--- src/hdl/tdcpf_pkg.sv ---
// Package: payload structs, register map and arithmetic helpers of the dot-crawl filter.
package tdcpf_pkg;

	localparam int SampleBits = 16;
	localparam int AddrBits = 5;

	localparam logic [2:0] RegLuma2d = 3'd0;
	localparam logic [2:0] RegLumaT = 3'd1;
	localparam logic [2:0] RegChromaT1 = 3'd2;
	localparam logic [2:0] RegChromaT2 = 3'd3;
	localparam logic [2:0] RegDepth = 3'd4;

	localparam logic [8:0] Luma2dReset = 9'd20;
	localparam logic [7:0] LumaTReset = 8'd20;
	localparam logic [7:0] ChromaT1Reset = 8'd15;
	localparam logic [7:0] ChromaT2Reset = 8'd5;
	localparam logic [4:0] DepthReset = 5'd8;

	localparam logic [8:0] Luma2dOff = 9'd510;
	localparam logic [7:0] ChromaT2Off = 8'd255;
	localparam logic [4:0] DepthMin = 5'd8;

	localparam logic CmdLuma = 1'b0;
	localparam logic CmdChroma = 1'b1;

	typedef struct packed {
		logic                  cmd;
		logic                  on_border;
		logic [SampleBits-1:0] center;
		logic [SampleBits-1:0] left_px;
		logic [SampleBits-1:0] right_px;
		logic [SampleBits-1:0] two_rows_above;
		logic [SampleBits-1:0] two_rows_below;
		logic [SampleBits-1:0] frame_back_two;
		logic [SampleBits-1:0] frame_back_one;
		logic [SampleBits-1:0] frame_ahead_one;
		logic [SampleBits-1:0] frame_ahead_two;
	} nbhd_t;

	typedef struct packed {
		logic [SampleBits-1:0] pixel_out;
		logic                  altered;
	} result_t;

	// ((1 << depth) - 1) / 255 for depths 8 to 16
	function automatic logic [8:0] scale_factor(input logic [4:0] depth);
		logic [8:0] k;
		case (depth)
			5'd8: k = 9'd1;
			5'd9: k = 9'd2;
			5'd10: k = 9'd4;
			5'd11: k = 9'd8;
			5'd12: k = 9'd16;
			5'd13: k = 9'd32;
			5'd14: k = 9'd64;
			5'd15: k = 9'd128;
			5'd16: k = 9'd257;
			default: k = 9'd1;
		endcase
		return k;
	endfunction

	function automatic logic [15:0] absdiff16(input logic [15:0] a, input logic [15:0] b);
		return (a > b) ? a - b : b - a;
	endfunction

	function automatic logic [16:0] absdiff17(input logic [16:0] a, input logic [16:0] b);
		return (a > b) ? a - b : b - a;
	endfunction

endpackage

--- src/hdl/temporal_dot_crawl_pixel_filter.sv ---
// Top level: dot-crawl pixel filter with input register, filter logic and result register.
//
//   channel   handshake                        payload
//   nbhd      nbhd_valid / nbhd_ready          tdcpf_pkg::nbhd_t (one pixel neighborhood)
//   result    result_valid / result_ready      tdcpf_pkg::result_t (filtered pixel, altered)
//   config    psel penable pwrite pready       paddr, pwdata, prdata (five registers)
//
// One item per cycle while the result side does not stall; each item passes the input register
// and leaves from the result register.
// The filter is combinational: one pass of compares, one 9 x 9 and three 8 x 9 threshold scalings.
// arst_n clears both valid flags and loads the register reset values.
// A stalled result holds the input register; the input side stalls only when both are full.
module temporal_dot_crawl_pixel_filter #(
	parameter int MAX_SAMPLE_BITS = 16
) (
	input  logic                            clk,
	input  logic                            arst_n,
	input  logic                            nbhd_valid,
	output logic                            nbhd_ready,
	input  tdcpf_pkg::nbhd_t                nbhd,
	output logic                            result_valid,
	input  logic                            result_ready,
	output tdcpf_pkg::result_t              result,
	input  logic                            psel,
	input  logic                            penable,
	input  logic                            pwrite,
	input  logic [tdcpf_pkg::AddrBits-1:0]  paddr,
	input  logic [31:0]                     pwdata,
	output logic [31:0]                     prdata,
	output logic                            pready
);
	import tdcpf_pkg::*;

	localparam logic [4:0] DepthMax = 5'(MAX_SAMPLE_BITS);

	logic [8:0] luma_2d_q;
	logic [7:0] luma_t_q;
	logic [7:0] chroma_t1_q;
	logic [7:0] chroma_t2_q;
	logic [4:0] depth_q;

	logic [2:0] reg_idx;
	logic       cfg_write;

	assign pready = 1'b1;
	assign reg_idx = paddr[AddrBits-1:2];
	assign cfg_write = psel && penable && pwrite && pready;

	always_ff @(posedge clk or negedge arst_n) begin
		if (!arst_n) begin
			luma_2d_q <= Luma2dReset;
			luma_t_q <= LumaTReset;
			chroma_t1_q <= ChromaT1Reset;
			chroma_t2_q <= ChromaT2Reset;
			depth_q <= DepthReset;
		end else if (cfg_write) begin
			case (reg_idx)
				RegLuma2d: luma_2d_q <= pwdata[8:0];
				RegLumaT: luma_t_q <= pwdata[7:0];
				RegChromaT1: chroma_t1_q <= pwdata[7:0];
				RegChromaT2: chroma_t2_q <= pwdata[7:0];
				RegDepth: depth_q <= pwdata[4:0];
				default: ;
			endcase
		end
	end

	always_comb begin
		case (reg_idx)
			RegLuma2d: prdata = {23'd0, luma_2d_q};
			RegLumaT: prdata = {24'd0, luma_t_q};
			RegChromaT1: prdata = {24'd0, chroma_t1_q};
			RegChromaT2: prdata = {24'd0, chroma_t2_q};
			RegDepth: prdata = {27'd0, depth_q};
			default: prdata = 32'd0;
		endcase
	end

	// handshake and pipeline registers
	logic    valid_s1;
	nbhd_t   nbhd_s1;
	logic    advance;
	result_t result_next;

	assign advance = !result_valid || result_ready;
	assign nbhd_ready = !valid_s1 || advance;

	always_ff @(posedge clk or negedge arst_n) begin
		if (!arst_n) begin
			valid_s1 <= 1'b0;
			result_valid <= 1'b0;
		end else begin
			if (nbhd_ready) begin
				valid_s1 <= nbhd_valid;
			end
			if (advance) begin
				result_valid <= valid_s1;
			end
		end
	end

	always_ff @(posedge clk) begin
		if (nbhd_valid && nbhd_ready) begin
			nbhd_s1 <= nbhd;
		end
		if (advance && valid_s1) begin
			result <= result_next;
		end
	end

	// filter
	logic [4:0]  depth_c;
	logic [8:0]  k;
	logic [17:0] t2d;
	logic [16:0] tt;
	logic [16:0] t1;
	logic [16:0] t2;
	logic [16:0] cc;
	logic [16:0] sum_lr;
	logic [16:0] sum_ud;
	logic [15:0] d_pn;
	logic [15:0] d_cpp;
	logic [15:0] d_cnn;
	logic [15:0] d_cp;
	logic [15:0] d_cn;
	logic [16:0] avg_sum;
	logic        spatial_hit;
	logic        luma_stable;
	logic        chroma_stable;
	logic        chroma_outlier;
	logic        luma_on;
	logic        chroma_on;

	always_comb begin
		if (depth_q < DepthMin) begin
			depth_c = DepthMin;
		end else if (depth_q > DepthMax) begin
			depth_c = DepthMax;
		end else begin
			depth_c = depth_q;
		end
		k = scale_factor(depth_c);
		t2d = luma_2d_q * k;
		tt = 17'(luma_t_q * k);
		t1 = 17'(chroma_t1_q * k);
		t2 = 17'(chroma_t2_q * k);

		cc = {nbhd_s1.center, 1'b0};
		sum_lr = {1'b0, nbhd_s1.left_px} + {1'b0, nbhd_s1.right_px};
		sum_ud = {1'b0, nbhd_s1.two_rows_above} + {1'b0, nbhd_s1.two_rows_below};
		d_pn = absdiff16(nbhd_s1.frame_back_one, nbhd_s1.frame_ahead_one);
		d_cpp = absdiff16(nbhd_s1.center, nbhd_s1.frame_back_two);
		d_cnn = absdiff16(nbhd_s1.center, nbhd_s1.frame_ahead_two);
		d_cp = absdiff16(nbhd_s1.center, nbhd_s1.frame_back_one);
		d_cn = absdiff16(nbhd_s1.center, nbhd_s1.frame_ahead_one);

		spatial_hit = ({1'b0, absdiff17(sum_lr, cc)} > t2d)
			|| ({1'b0, absdiff17(sum_ud, cc)} > t2d);
		luma_stable = ({1'b0, d_pn} <= tt) && ({1'b0, d_cpp} <= tt)
			&& ({1'b0, d_cnn} <= tt);
		chroma_stable = ({1'b0, d_pn} <= t1) && ({1'b0, d_cpp} <= t1)
			&& ({1'b0, d_cnn} <= t1);
		chroma_outlier = ({1'b0, d_cp} > t2) && ({1'b0, d_cn} > t2);

		luma_on = (nbhd_s1.cmd == CmdLuma) && (luma_2d_q < Luma2dOff)
			&& (luma_t_q != 8'd0) && !nbhd_s1.on_border;
		chroma_on = (nbhd_s1.cmd == CmdChroma) && (chroma_t2_q != ChromaT2Off);

		// round up toward the closer temporal neighbor, next frame wins ties
		if (d_cn <= d_cp) begin
			avg_sum = {1'b0, nbhd_s1.frame_ahead_one} + {1'b0, nbhd_s1.center} + 17'd1;
		end else begin
			avg_sum = {1'b0, nbhd_s1.frame_back_one} + {1'b0, nbhd_s1.center} + 17'd1;
		end

		result_next.altered = (luma_on && spatial_hit && luma_stable)
			|| (chroma_on && chroma_stable && chroma_outlier);
		result_next.pixel_out = result_next.altered ? avg_sum[16:1] : nbhd_s1.center;
	end

endmodule

--- config.mk ---
export PLATFORM = sky130hd
export DESIGN_NAME = temporal_dot_crawl_pixel_filter
export DESIGN_NICKNAME = d
export VERILOG_FILES = /design/src/hdl/tdcpf_pkg.sv /design/src/hdl/temporal_dot_crawl_pixel_filter.sv
export SDC_FILE = /design/constraint.sdc
export NUM_CORES = 1
export LEC_CHECK = 0
export ABC_AREA = 1
export ABC_CLOCK_PERIOD_IN_PS = 18250
export BUFFER_PORTS_ARGS = -buffer_cell sky130_fd_sc_hd__buf_2
export CAP_MARGIN = 0
export CORE_MARGIN = 1.5
export CORE_UTILIZATION = 52
export CTS_CLUSTER_DIAMETER = 40
export CTS_CLUSTER_SIZE = 25
export DETAILED_ROUTE_END_ITERATION = 7
export PLACE_DENSITY = 0.75
export REMOVE_ABC_BUFFERS = 1
export SKIP_CTS_REPAIR_TIMING = 1
export SLEW_MARGIN = 20
export SYNTH_ARGS = -nofsm -noshare
export SYNTH_HDL_FRONTEND = slang
export SYNTH_SLANG_ARGS = --single-unit
--- constraint.sdc ---
create_clock -name clk -period 18.25 [get_ports clk]
set_clock_uncertainty 0.2 [all_clocks]
set_input_delay 2.7375 -clock clk [delete_from_list [all_inputs] [get_ports clk]]
set_output_delay 2.7375 -clock clk [all_outputs]
set_load 0.05 [all_outputs]
**Word level (Yosys, flattened, before mapping)**

Memory sizes are Yosys's and may differ from the RTL's.
Index checks and enable logic that the tools add are counted.

- Flip-flop bits (word level): 203
- ROM bits: 288
- Bits of input ports: 190
- Output and inout port bits: 52
- Word-level logic and storage cells: 115
- Memories kept: 1

Memory list:

| memory | depth | bits a word | rd ports | clocked after memory_dff | wr ports | RTL line | RTL |
|---|---|---|---|---|---|---|---|
| (name not given) | 32 | 9 | 1 | 0 | 0 | tdcpf_pkg.sv:48 | `case (depth)` |

- $add $sub $neg: 20
- $mul: 4
- $lt $le $gt $ge: 21
- Equal/unequal tests: 5
- Mux-type cells: 12
- Bitwise operators: 1
- Reduce and logical (&&, ||, !) cells: 31

Operators with widths:

| cell | number |
|---|---|
| 16-bit subtractor | 10 |
| 16-bit by 17-bit less-or-equal comparator with 1-bit output | 6 |
| 16-bit two-way mux | 6 |
| 16-bit greater-than comparator | 5 |
| 16-bit by 16-bit adder with 17-bit output | 4 |
| 17-bit subtractor | 4 |
| 8-bit by 9-bit multiplier with 17-bit output | 3 |
| 17-bit two-way mux | 3 |
| 9-bit one-hot mux with 5 select lines | 1 |
| 17-bit by 18-bit greater-than comparator with 1-bit output | 2 |
| 17-bit by 1-bit adder with 17-bit output (second input constant) | 2 |
| 16-bit by 17-bit greater-than comparator with 1-bit output | 2 |
| 17-bit greater-than comparator | 2 |
| 9-bit by 9-bit multiplier with 18-bit output | 1 |
| 1-bit logical AND | 17 |
| 16-bit less-or-equal comparator | 1 |
| 5-bit two-way mux | 2 |
| 2-bit AND reduction | 5 |
| 9-bit < comparator (second input constant) | 1 |
| 8-bit != test (second input constant) | 1 |
| 8-bit nonzero test | 1 |
| 3-bit by 2-bit equality test with 1-bit output (second input constant) | 2 |
| 5-bit greater-than comparator (second input constant) | 1 |
| 5-bit by 4-bit < comparator with 1-bit output (second input constant) | 1 |
| 6 further kinds | 11 |

**Longest topological paths before layout**

Gate-level depths: netlist (run 1).
An unclocked memory read counts as a cell.

- Word-level depth: 12
- Mapped depth: 46

**Least setup slack after synthesis (run 1)**

OpenSTA, ideal clock, no wires.

- Path kind: in2out
- Start point: input paddr[4] (netlist bit)
- End point: output prdata[0]
- Arrival time: 4.205 ns
- Setup slack: 11.107 ns
- Cell stages on the path: 3
- Path through: nor3_1 -> inv_1 -> o21ai_0

- Longest elaborated chain between the ends: 2
- Elaborated cells on any way between the ends: 6

RTL lines:

| what | RTL line | RTL |
|---|---|---|
| start: declaration | temporal_dot_crawl_pixel_filter.sv:27 | `input logic [tdcpf_pkg::AddrBits-1:0] paddr,` |
| 3-bit equality test (tied with other cells) | temporal_dot_crawl_pixel_filter.sv:69 | `case (reg_idx)` |
| 9-bit one-hot mux with 5 select lines (*) | temporal_dot_crawl_pixel_filter.sv:69 |  |
| end: declaration | temporal_dot_crawl_pixel_filter.sv:29 | `output logic [31:0] prdata,` |

Mark *: on every way between the ends. The rest lies on a longest branch, timed or not.

==> summary.md, run 1 <==
| Metric | Value |
|---|---|
| Status | complete, no violations |
| Routed length per placed instance | 18.5 um |
| VDD IR-drop max | 0.0828 mV |
| Clock sinks | 203 |
| Starting Density | 0.524 |
| Detail Route Antenna Nets | 0 |
| Share of the synthesized area in the top cell type | 0.219 |
| GRT Overall Usage | 0.311 |
| RSZ-0062 raised after global routing | false |
| Async SR Flop Fraction | 0.197 |
| Clock transition at path regs | 60 ps |
| Hold Path Class | reg -> reg |
| Worst path max stage delay | 650 ps |
| Relative slew slack | 0.315 |
| Chip Width | 260 um |
| Layout Nets | 5791 |
| Syn avg cell area | 7.38 um^2 |
| Port-buffer cells | 192 |
| Worst Path Max Fanout | 36 |
| Fin Hold WS | 305 ps |
| Most numerous cell on the critical path | nand2_1 |
| Clk buf depth | 3 |
| Post-Syn Area | 34300 um^2 |
| Number of synthesized flops with an enable pin | 163 |
| Worst skew pair latency | 580 ps |
| Ranking of synthesized cells by area | ha_1 22%, edfxtp_1 14%, fa_1 11% |
| H-tree depth | 2 |
| Clock root cell | clkbuf_16 |
| Post-route DRC | 0 |
| Worst setup path class | reg -> reg |
| Vias in the first global route | 29700 |
| DRT iter0 DRCs | 2730 |
| Cell Count, Final, Fillers Out | 5695 |
| # placed instances | 5627 |
| Final setup fails | 0 |
| Vias/cell | 5.49 |
| Startpoint Class | flip-flop |
| DR vias | 31300 |
| Initial antenna violation count | 0 |
| Critical Path RT | 18470 ps |
| Max Slew Vio Count | 0 |
| I/O Pins | 242 |
| Num CTS Buffers | 38 |
| Fin util | 0.570 |
| Die height | 260 um |
| Area growth from synthesis to layout | 8.75% |
| Max-cap violation count | 0 |
| Drt first pass iters | 7 |
| FMAX | 0.111 GHz |
| Leak | 19.7 nW |
| Ys flop type | edfxtp_1 |
| Fillers | 6286 |
| TritonCTS clock tree | built |
| Power per cell area | 89.5 nW/um^2 |
| Period utilisation layout | 0.493 |
| Critical path's slowest cell | clkinv_1 |
| Drt total wl | 105 mm |
| Synth warn | 0 |
| GRT overflow | 0 |
| Setup TNS | 0 ps |
| Post-synthesis sequential area ratio | 0.172 |
| CORE AREA | 65500 um^2 |
| Worst Path Arrival | 9230 ps |
| Layout cells sized above 1 | 0.0747 |
| Synth cell types | 66 |
| Final GP Congestion | 0.986 |
| Largest net degree at the start of global routing | 83 |
| Diode count | 0 |
| Crit path time final | 9000 ps |
| #FFs+latches synth | 203 |
| Hold Vio Cnt, Final | 0 |
| CP endpoint kind | flip-flop |
| Yosys top cell by area | ha_1 |
| Sum of net half-perimeters after detailed placement | 85.6 mm |
| FP Rows | 94 |
| First-pass GRT wire length | 163 mm |
| Synth Instances | 4651 |
| Slew @ Worst Pin | 1030 ps |
| Die ar. | 67600 um^2 |
## critical path: cells and delay by family, from the launching register on
kind                     cells  cell delay (ps)
adder cells (fa/ha/maj)      6             2710
AND/OR/NAND/NOR             17             2670
buffers and inverters        8             1710
AO/OA/AOI/OAI                5              700
XOR/XNOR                     1              490
flip-flops                   1              330
## placed cells by master, fill, tap and decap left out, types with 8 or more instances in the layout
| master | instances |
|---|---|
| nand2_1 | 968 |
| inv_1 | 868 |
| ha_1 | 602 |
| nor2_1 | 368 |
| a21oi_1 | 357 |
| o21ai_0 | 232 |
| fa_1 | 196 |
| buf_2 | 192 |
| nand3_1 | 169 |
| edfxtp_1 | 163 |
| xor2_1 | 132 |
| xnor2_1 | 56 |
| nor3_1 | 45 |
| nand4_1 | 42 |
| clkbuf_16 | 38 |
| dfrtp_1 | 29 |
| nand2_2 | 28 |
| o21bai_1 | 26 |
| conb_1 | 24 |
| buf_4 | 23 |
| a21o_1 | 20 |
| a211oi_1 | 20 |
| o211ai_1 | 17 |
| a31oi_1 | 17 |
| o221ai_1 | 16 |
| a21boi_0 | 14 |
| dfstp_2 | 11 |
| nand3b_1 | 10 |
| a221oi_1 | 9 |
| nor4_1 | 9 |
| inv_6 | 9 |
| o2111ai_1 | 8 |
| inv_2 | 8 |
## metal layers
metal	share of wire	vias up	global-route usage
met3	0.080	223	0.0434
met4	0.042	0	0.122
met5	0	-	0
met1	0.45	14500	0.438
met2	0.43	1256	0.479
li1	-	15300	-
## flip-flops by register name, summed over array words and instances (netlist names)
name          flops
valid_s1          1
cc               16
nbhd_s1         130
depth_q           5
luma_t_q          8
result           17
luma_2d_q         9
chroma_t2_q       8
chroma_t1_q       8
result_valid      1
## power by group
part	switching, mW	internal, mW	leakage [nW]
Clock	0.280	0.444	0.626
Combinational	1.33	0.668	17.1
Sequential	0.0650	0.558	2.06
Total	1.67	1.67	19.7
## logic make-up after synthesis
family                   Yosys count  synth area share
buffers and inverters           1007             0.114
multiplexers                       6           0.00175
adder cells (fa/ha/maj)          798             0.334
AND/OR/NAND/NOR                 1669             0.202
flip-flops                       203             0.172
AO/OA/AOI/OAI                    778             0.128
XOR/XNOR                         188            0.0480
other                              2          0.000219
## cell usage after synthesis, types with 26 or more instances
cell type	instances
o21bai_1	26
edfxtp_1	163
nand2_1	968
xnor2_1	56
nor2_1	369
xor2_1	132
dfrtp_1	29
fa_1	196
a21oi_1	358
nand2_2	28
nand3_1	169
inv_1	869
clkbuf_1	77
ha_1	602
nand4_1	42
o21ai_0	232
nor3_1	45
## cell type report
| class | instances | area (um^2) | area share |
|---|---|---|---|
| Clock buffer | 40 | 978 | 0.0262 |
| Clock inverter | 28 | 318 | 0.00851 |
| Inverter | 882 | 3320 | 0.0889 |
| Multi-Input combinational cell | 3463 | 24600 | 0.659 |
| Sequential cell | 203 | 5910 | 0.158 |
| Tap cell | 864 | 1080 | 0.0290 |
| Timing Repair Buffer | 215 | 1130 | 0.0304 |
## stage by stage
stage / total power [mW] / setup slack, ps / area, um^2
CTS: 3.32 / 9350 / 37300
detailed placement: 2.57 / 9420 / 36000
finish: 3.34 / 9250 / 37300
global placement: 2.53 / 9540 / 36000
floorplan: 1.99 / 10410 / 33800
global route: 3.63 / 8700 / 37300
## path summary, 6_finish.rpt
kind                                 start        endpoint  slack [ps]  depth (start not counted)
worst max-delay path            depth_q[4]      result[16]        9250                         37
worst min-delay path            depth_q[0]      depth_q[0]         300                          2
worst max register to register  depth_q[4]      result[16]        9250                         37
worst min register to register  depth_q[0]      depth_q[0]         300                          2
max in group asynchronous           arst_n    result_valid       15050                          1
min in group asynchronous           arst_n  chroma_t1_q[7]        2140                          1
Note: power is estimated with default switching activity, not from simulation.
==> run 2, diff against run 1 <==
--- a/config.mk
+++ b/config.mk
@@ -5,8 +5,8 @@
 export SDC_FILE = /design/constraint.sdc
 export NUM_CORES = 1
 export LEC_CHECK = 0
-export ABC_AREA = 1
-export ABC_CLOCK_PERIOD_IN_PS = 18250
+export ABC_AREA = 0
+export ABC_CLOCK_PERIOD_IN_PS = 7400
 export BUFFER_PORTS_ARGS = -buffer_cell sky130_fd_sc_hd__buf_2
 export CAP_MARGIN = 0
 export CORE_MARGIN = 1.5
@@ -14,7 +14,7 @@
 export CTS_CLUSTER_DIAMETER = 40
 export CTS_CLUSTER_SIZE = 25
 export DETAILED_ROUTE_END_ITERATION = 7
-export PLACE_DENSITY = 0.75
+export PLACE_DENSITY = 0.78
 export REMOVE_ABC_BUFFERS = 1
 export SKIP_CTS_REPAIR_TIMING = 1
 export SLEW_MARGIN = 20
==> constraint.sdc (replaced) <==
create_clock -name clk -period 7.4 [get_ports clk]
set_clock_uncertainty 0.2 [all_clocks]
set_input_delay 1.11 -clock clk [delete_from_list [all_inputs] [get_ports clk]]
set_output_delay 1.11 -clock clk [all_outputs]
set_load 0.05 [all_outputs]
==> summary.md, run 2 <==
| Metric | Value |
|---|---|
| Post-synthesis sequential area ratio | 0.178 (was 0.172) |
| Crit path time final | 7820 ps (was 9000 ps) |
| Fin Hold WS | 279 ps (was 305 ps) |
| Routed length per placed instance | 19.4 um (was 18.5 um) |
| First-pass GRT wire length | 151 mm (was 163 mm) |
| Drt total wl | 97.5 mm (was 105 mm) |
| Largest Register | nbhd_s1 (unchanged) |
| Yosys top cell by area | ha_1 (unchanged) |
| Drt first pass iters | 5 (was 7) |
| #FFs+latches synth | 203 (unchanged) |
| Worst skew pair latency | 580 ps (about the same) |
| Adder-Cell Fraction of Synth Area | 0.346 (was 0.334) |
| Max Slew Vio Count | 0 (unchanged) |
| Final setup fails | 17 (was 0) |
| Commonest non-fill, non-tap cell in the layout | ha_1 (was nand2_1) |
| Die ar. | 65200 um^2 (was 67600 um^2) |
| Worst path max stage delay | 560 ps (was 650 ps) |
| GRT Overall Usage | 0.290 (was 0.311) |
| Status | finished with violations (was complete, no violations) |
| Power per cell area | 214 nW/um^2 (was 89.5 nW/um^2) |
| Ys flop type | edfxtp_1 (unchanged) |
| VDD IR-drop max | 0.210 mV (was 0.0828 mV) |
| Simple-gate portion of the synthesized area | 0.132 (was 0.202) |
| Top cells by count, synth | 602 x ha_1, 485 x inv_1, 281 x a21oi_1 (was 968 x nand2_1, 869 x inv_1, 602 x ha_1) |
| Synth Instances | 3725 (was 4651) |
| Violated checks | negative setup slack |
| Post-synthesis mux area share | 0.0456 (was 0.00175) |
| Hold Vio Cnt, Final | 0 (unchanged) |
| Max-cap violation count | 0 (unchanged) |
| RSZ-0062 raised after global routing | true (was false) |
| Startpoint Class | flip-flop (unchanged) |
| Die height | 255 um (was 260 um) |
| Clock transition at path regs | 60 ps (about the same) |
| Layout Nets | 5136 (was 5791) |
| XOR/XNOR share of the synthesized area | 0.0560 (was 0.0480) |
| Async SR Flop Fraction | 0.197 (unchanged) |
| Vias/cell | 5.73 (was 5.49) |
| Clock sinks | 203 (unchanged) |
| Worst setup margin | -424 ps (was 9250 ps) |
| Largest net degree at the start of global routing | 73 (was 83) |
| Synth cell types | 82 (was 66) |
| Compound-Gate Fraction of Synth Area | 0.164 (was 0.128) |
| Max reg flops | 130 (unchanged) |
| Detail Route Antenna Nets | 0 (unchanged) |
| Initial antenna violation count | 3 (was 0) |
| DRT iter0 DRCs | 2288 (was 2730) |
| Share of the synthesized area in the top cell type | 0.227 (was 0.219) |
| Main combinational cell family by area after synthesis | adder cells (unchanged) |
| Most frequent cells in the layout | 587 x ha_1, 483 x inv_1, 316 x buf_4 (was 968 x nand2_1, 868 x inv_1, 602 x ha_1) |
| GRT overflow | 0 (unchanged) |
| Number of synthesized flops with an enable pin | 163 (unchanged) |
| I/O Pins | 242 (unchanged) |
| Post-Syn Area | 33100 um^2 (was 34300 um^2) |
| Syn avg cell area | 8.89 um^2 (was 7.38 um^2) |
| Area growth from synthesis to layout | 18.3% (was 8.75%) |
| Worst Path Arrival | 7930 ps (was 9230 ps) |
| Synth warn | 0 (unchanged) |
| Setup TNS | -6220 ps (was 0 ps) |
| Critical path's slowest cell | fa_2 (was clkinv_1) |
| FP Rows | 92 (was 94) |
| Period utilisation layout | 1.06 (was 0.493) |
| Worst setup path class | reg -> reg (unchanged) |
| Top delay family on crit path | adder cells (unchanged) |
| Vias in the first global route | 28200 (was 29700) |
| Critical Path RT | 7510 ps (was 18470 ps) |
| Total power | 8.37 mW (was 3.34 mW) |
| Leak | 19.2 nW (was 19.7 nW) |
| Final GP Congestion | 0.987 (was 0.986) |
| Ranking of synthesized cells by area | ha_1 23%, edfxtp_1 15%, fa_1 12% (was ha_1 22%, edfxtp_1 14%, fa_1 11%) |
| Hold Path Class | reg -> reg (unchanged) |
| FMAX | 0.128 GHz (was 0.111 GHz) |
| Layout cells sized above 1 | 0.193 (was 0.0747) |
| Relative slew slack | 0.206 (was 0.315) |
| Starting Density | 0.525 (was 0.524) |
| CP endpoint kind | flip-flop (unchanged) |
| Post-route DRC | 0 (unchanged) |
| H-tree depth | 2 (unchanged) |
| CORE AREA | 63100 um^2 (was 65500 um^2) |
| Sum of net half-perimeters after detailed placement | 79.7 mm (was 85.6 mm) |
| Place WS | -724 ps (was 9420 ps) |
| Clk buf depth | 3 (unchanged) |
| Port-buffer cells | 192 (unchanged) |
| Bufs and invs on worst path | 8 (unchanged) |
| DR vias | 28800 (was 31300) |
| Clock root cell | clkbuf_16 (unchanged) |
| Final Cell Area | 39200 um^2 (was 37300 um^2) |
| Placed cell area | 36900 um^2 (was 36000 um^2) |
| Most instantiated library cell after synthesis | ha_1 (was nand2_1) |
| Worst Path Max Fanout | 8 (was 36) |
| TritonCTS clock tree | built (unchanged) |
| Num CTS Buffers | 38 (unchanged) |
| Slew @ Worst Pin | 1180 ps (was 1030 ps) |
| Chip Width | 255 um (was 260 um) |
## run 2: cell count changes after synthesis, sizes merged, moves of 51 or more
| cell | change |
|---|---|
| nand2 | -745 |
| inv | -392 |
| nor2 | -218 |
| and2 | +188 |
| nand3 | -122 |
| o21ai | -118 |
| a21o | +111 |
| xnor2 | +97 |
| a21oi | -80 |
| mux2i | +74 |
| xor2 | -73 |
| mux2 | +56 |
| o21bai | +54 |
| clkbuf | +51 |
## run 2: power by group
group | internal (mW) | switching, mW
sequential | 1.37 | 0.181
clock | 1.03 | 0.672
combinational | 2.20 | 2.92
## run 2: metal layers
metal | vias up | share of wire | global-route usage
li1 | 13700 | - | -
met1 | 13800 | 0.43 | 0.399
met2 | 1102 | 0.45 | 0.461
met3 | 204 | 0.074 | 0.0410
met4 | 0 | 0.041 | 0.111
met5 | - | 0 | 0
## run 2: path summary, 6_finish.rpt
path / endpoint / start / slack (ps) / cells past startpoint
min in group asynchronous: luma_t_q[3] / arst_n / 500 / 1
worst min register to register: result_valid / valid_s1 / 280 / 1
worst max register to register: result[16] / depth_q[4] / -420 / 31
worst min-delay path: result_valid / valid_s1 / 280 / 1
max in group asynchronous: valid_s1 / arst_n / 5890 / 1
worst max-delay path: result[16] / depth_q[4] / -420 / 31
## run 2: final cells by class
cell class | instances | area (um^2)
clock inverters | 27 | 251
multi-input cells | 2890 | 25600
well taps | 846 | 1060
clock buffers | 42 | 997
repair buffers | 524 | 3560
fillers | 5242 | 23900
diodes | 1 | 2.50
inverters | 491 | 1840
flip-flops and latches | 203 | 5910
## run 2: cell families after synthesis
| logic type | Yosys count |
|---|---|
| adder cells (fa/ha/maj) | 799 |
| AO/OA/AOI/OAI | 840 |
| AND/OR/NAND/NOR | 876 |
| flip-flops | 203 |
| other | 2 |
| XOR/XNOR | 212 |
| buffers and inverters | 654 |
| multiplexers | 139 |
## run 2: metrics by stage
stage / utilization / instances
floorplan: - / 3584
global placement: 0.585 / 4927
detailed placement: 0.585 / 4927
finish: 0.621 / 5024
global route: 0.621 / 5024
CTS: 0.605 / 4996
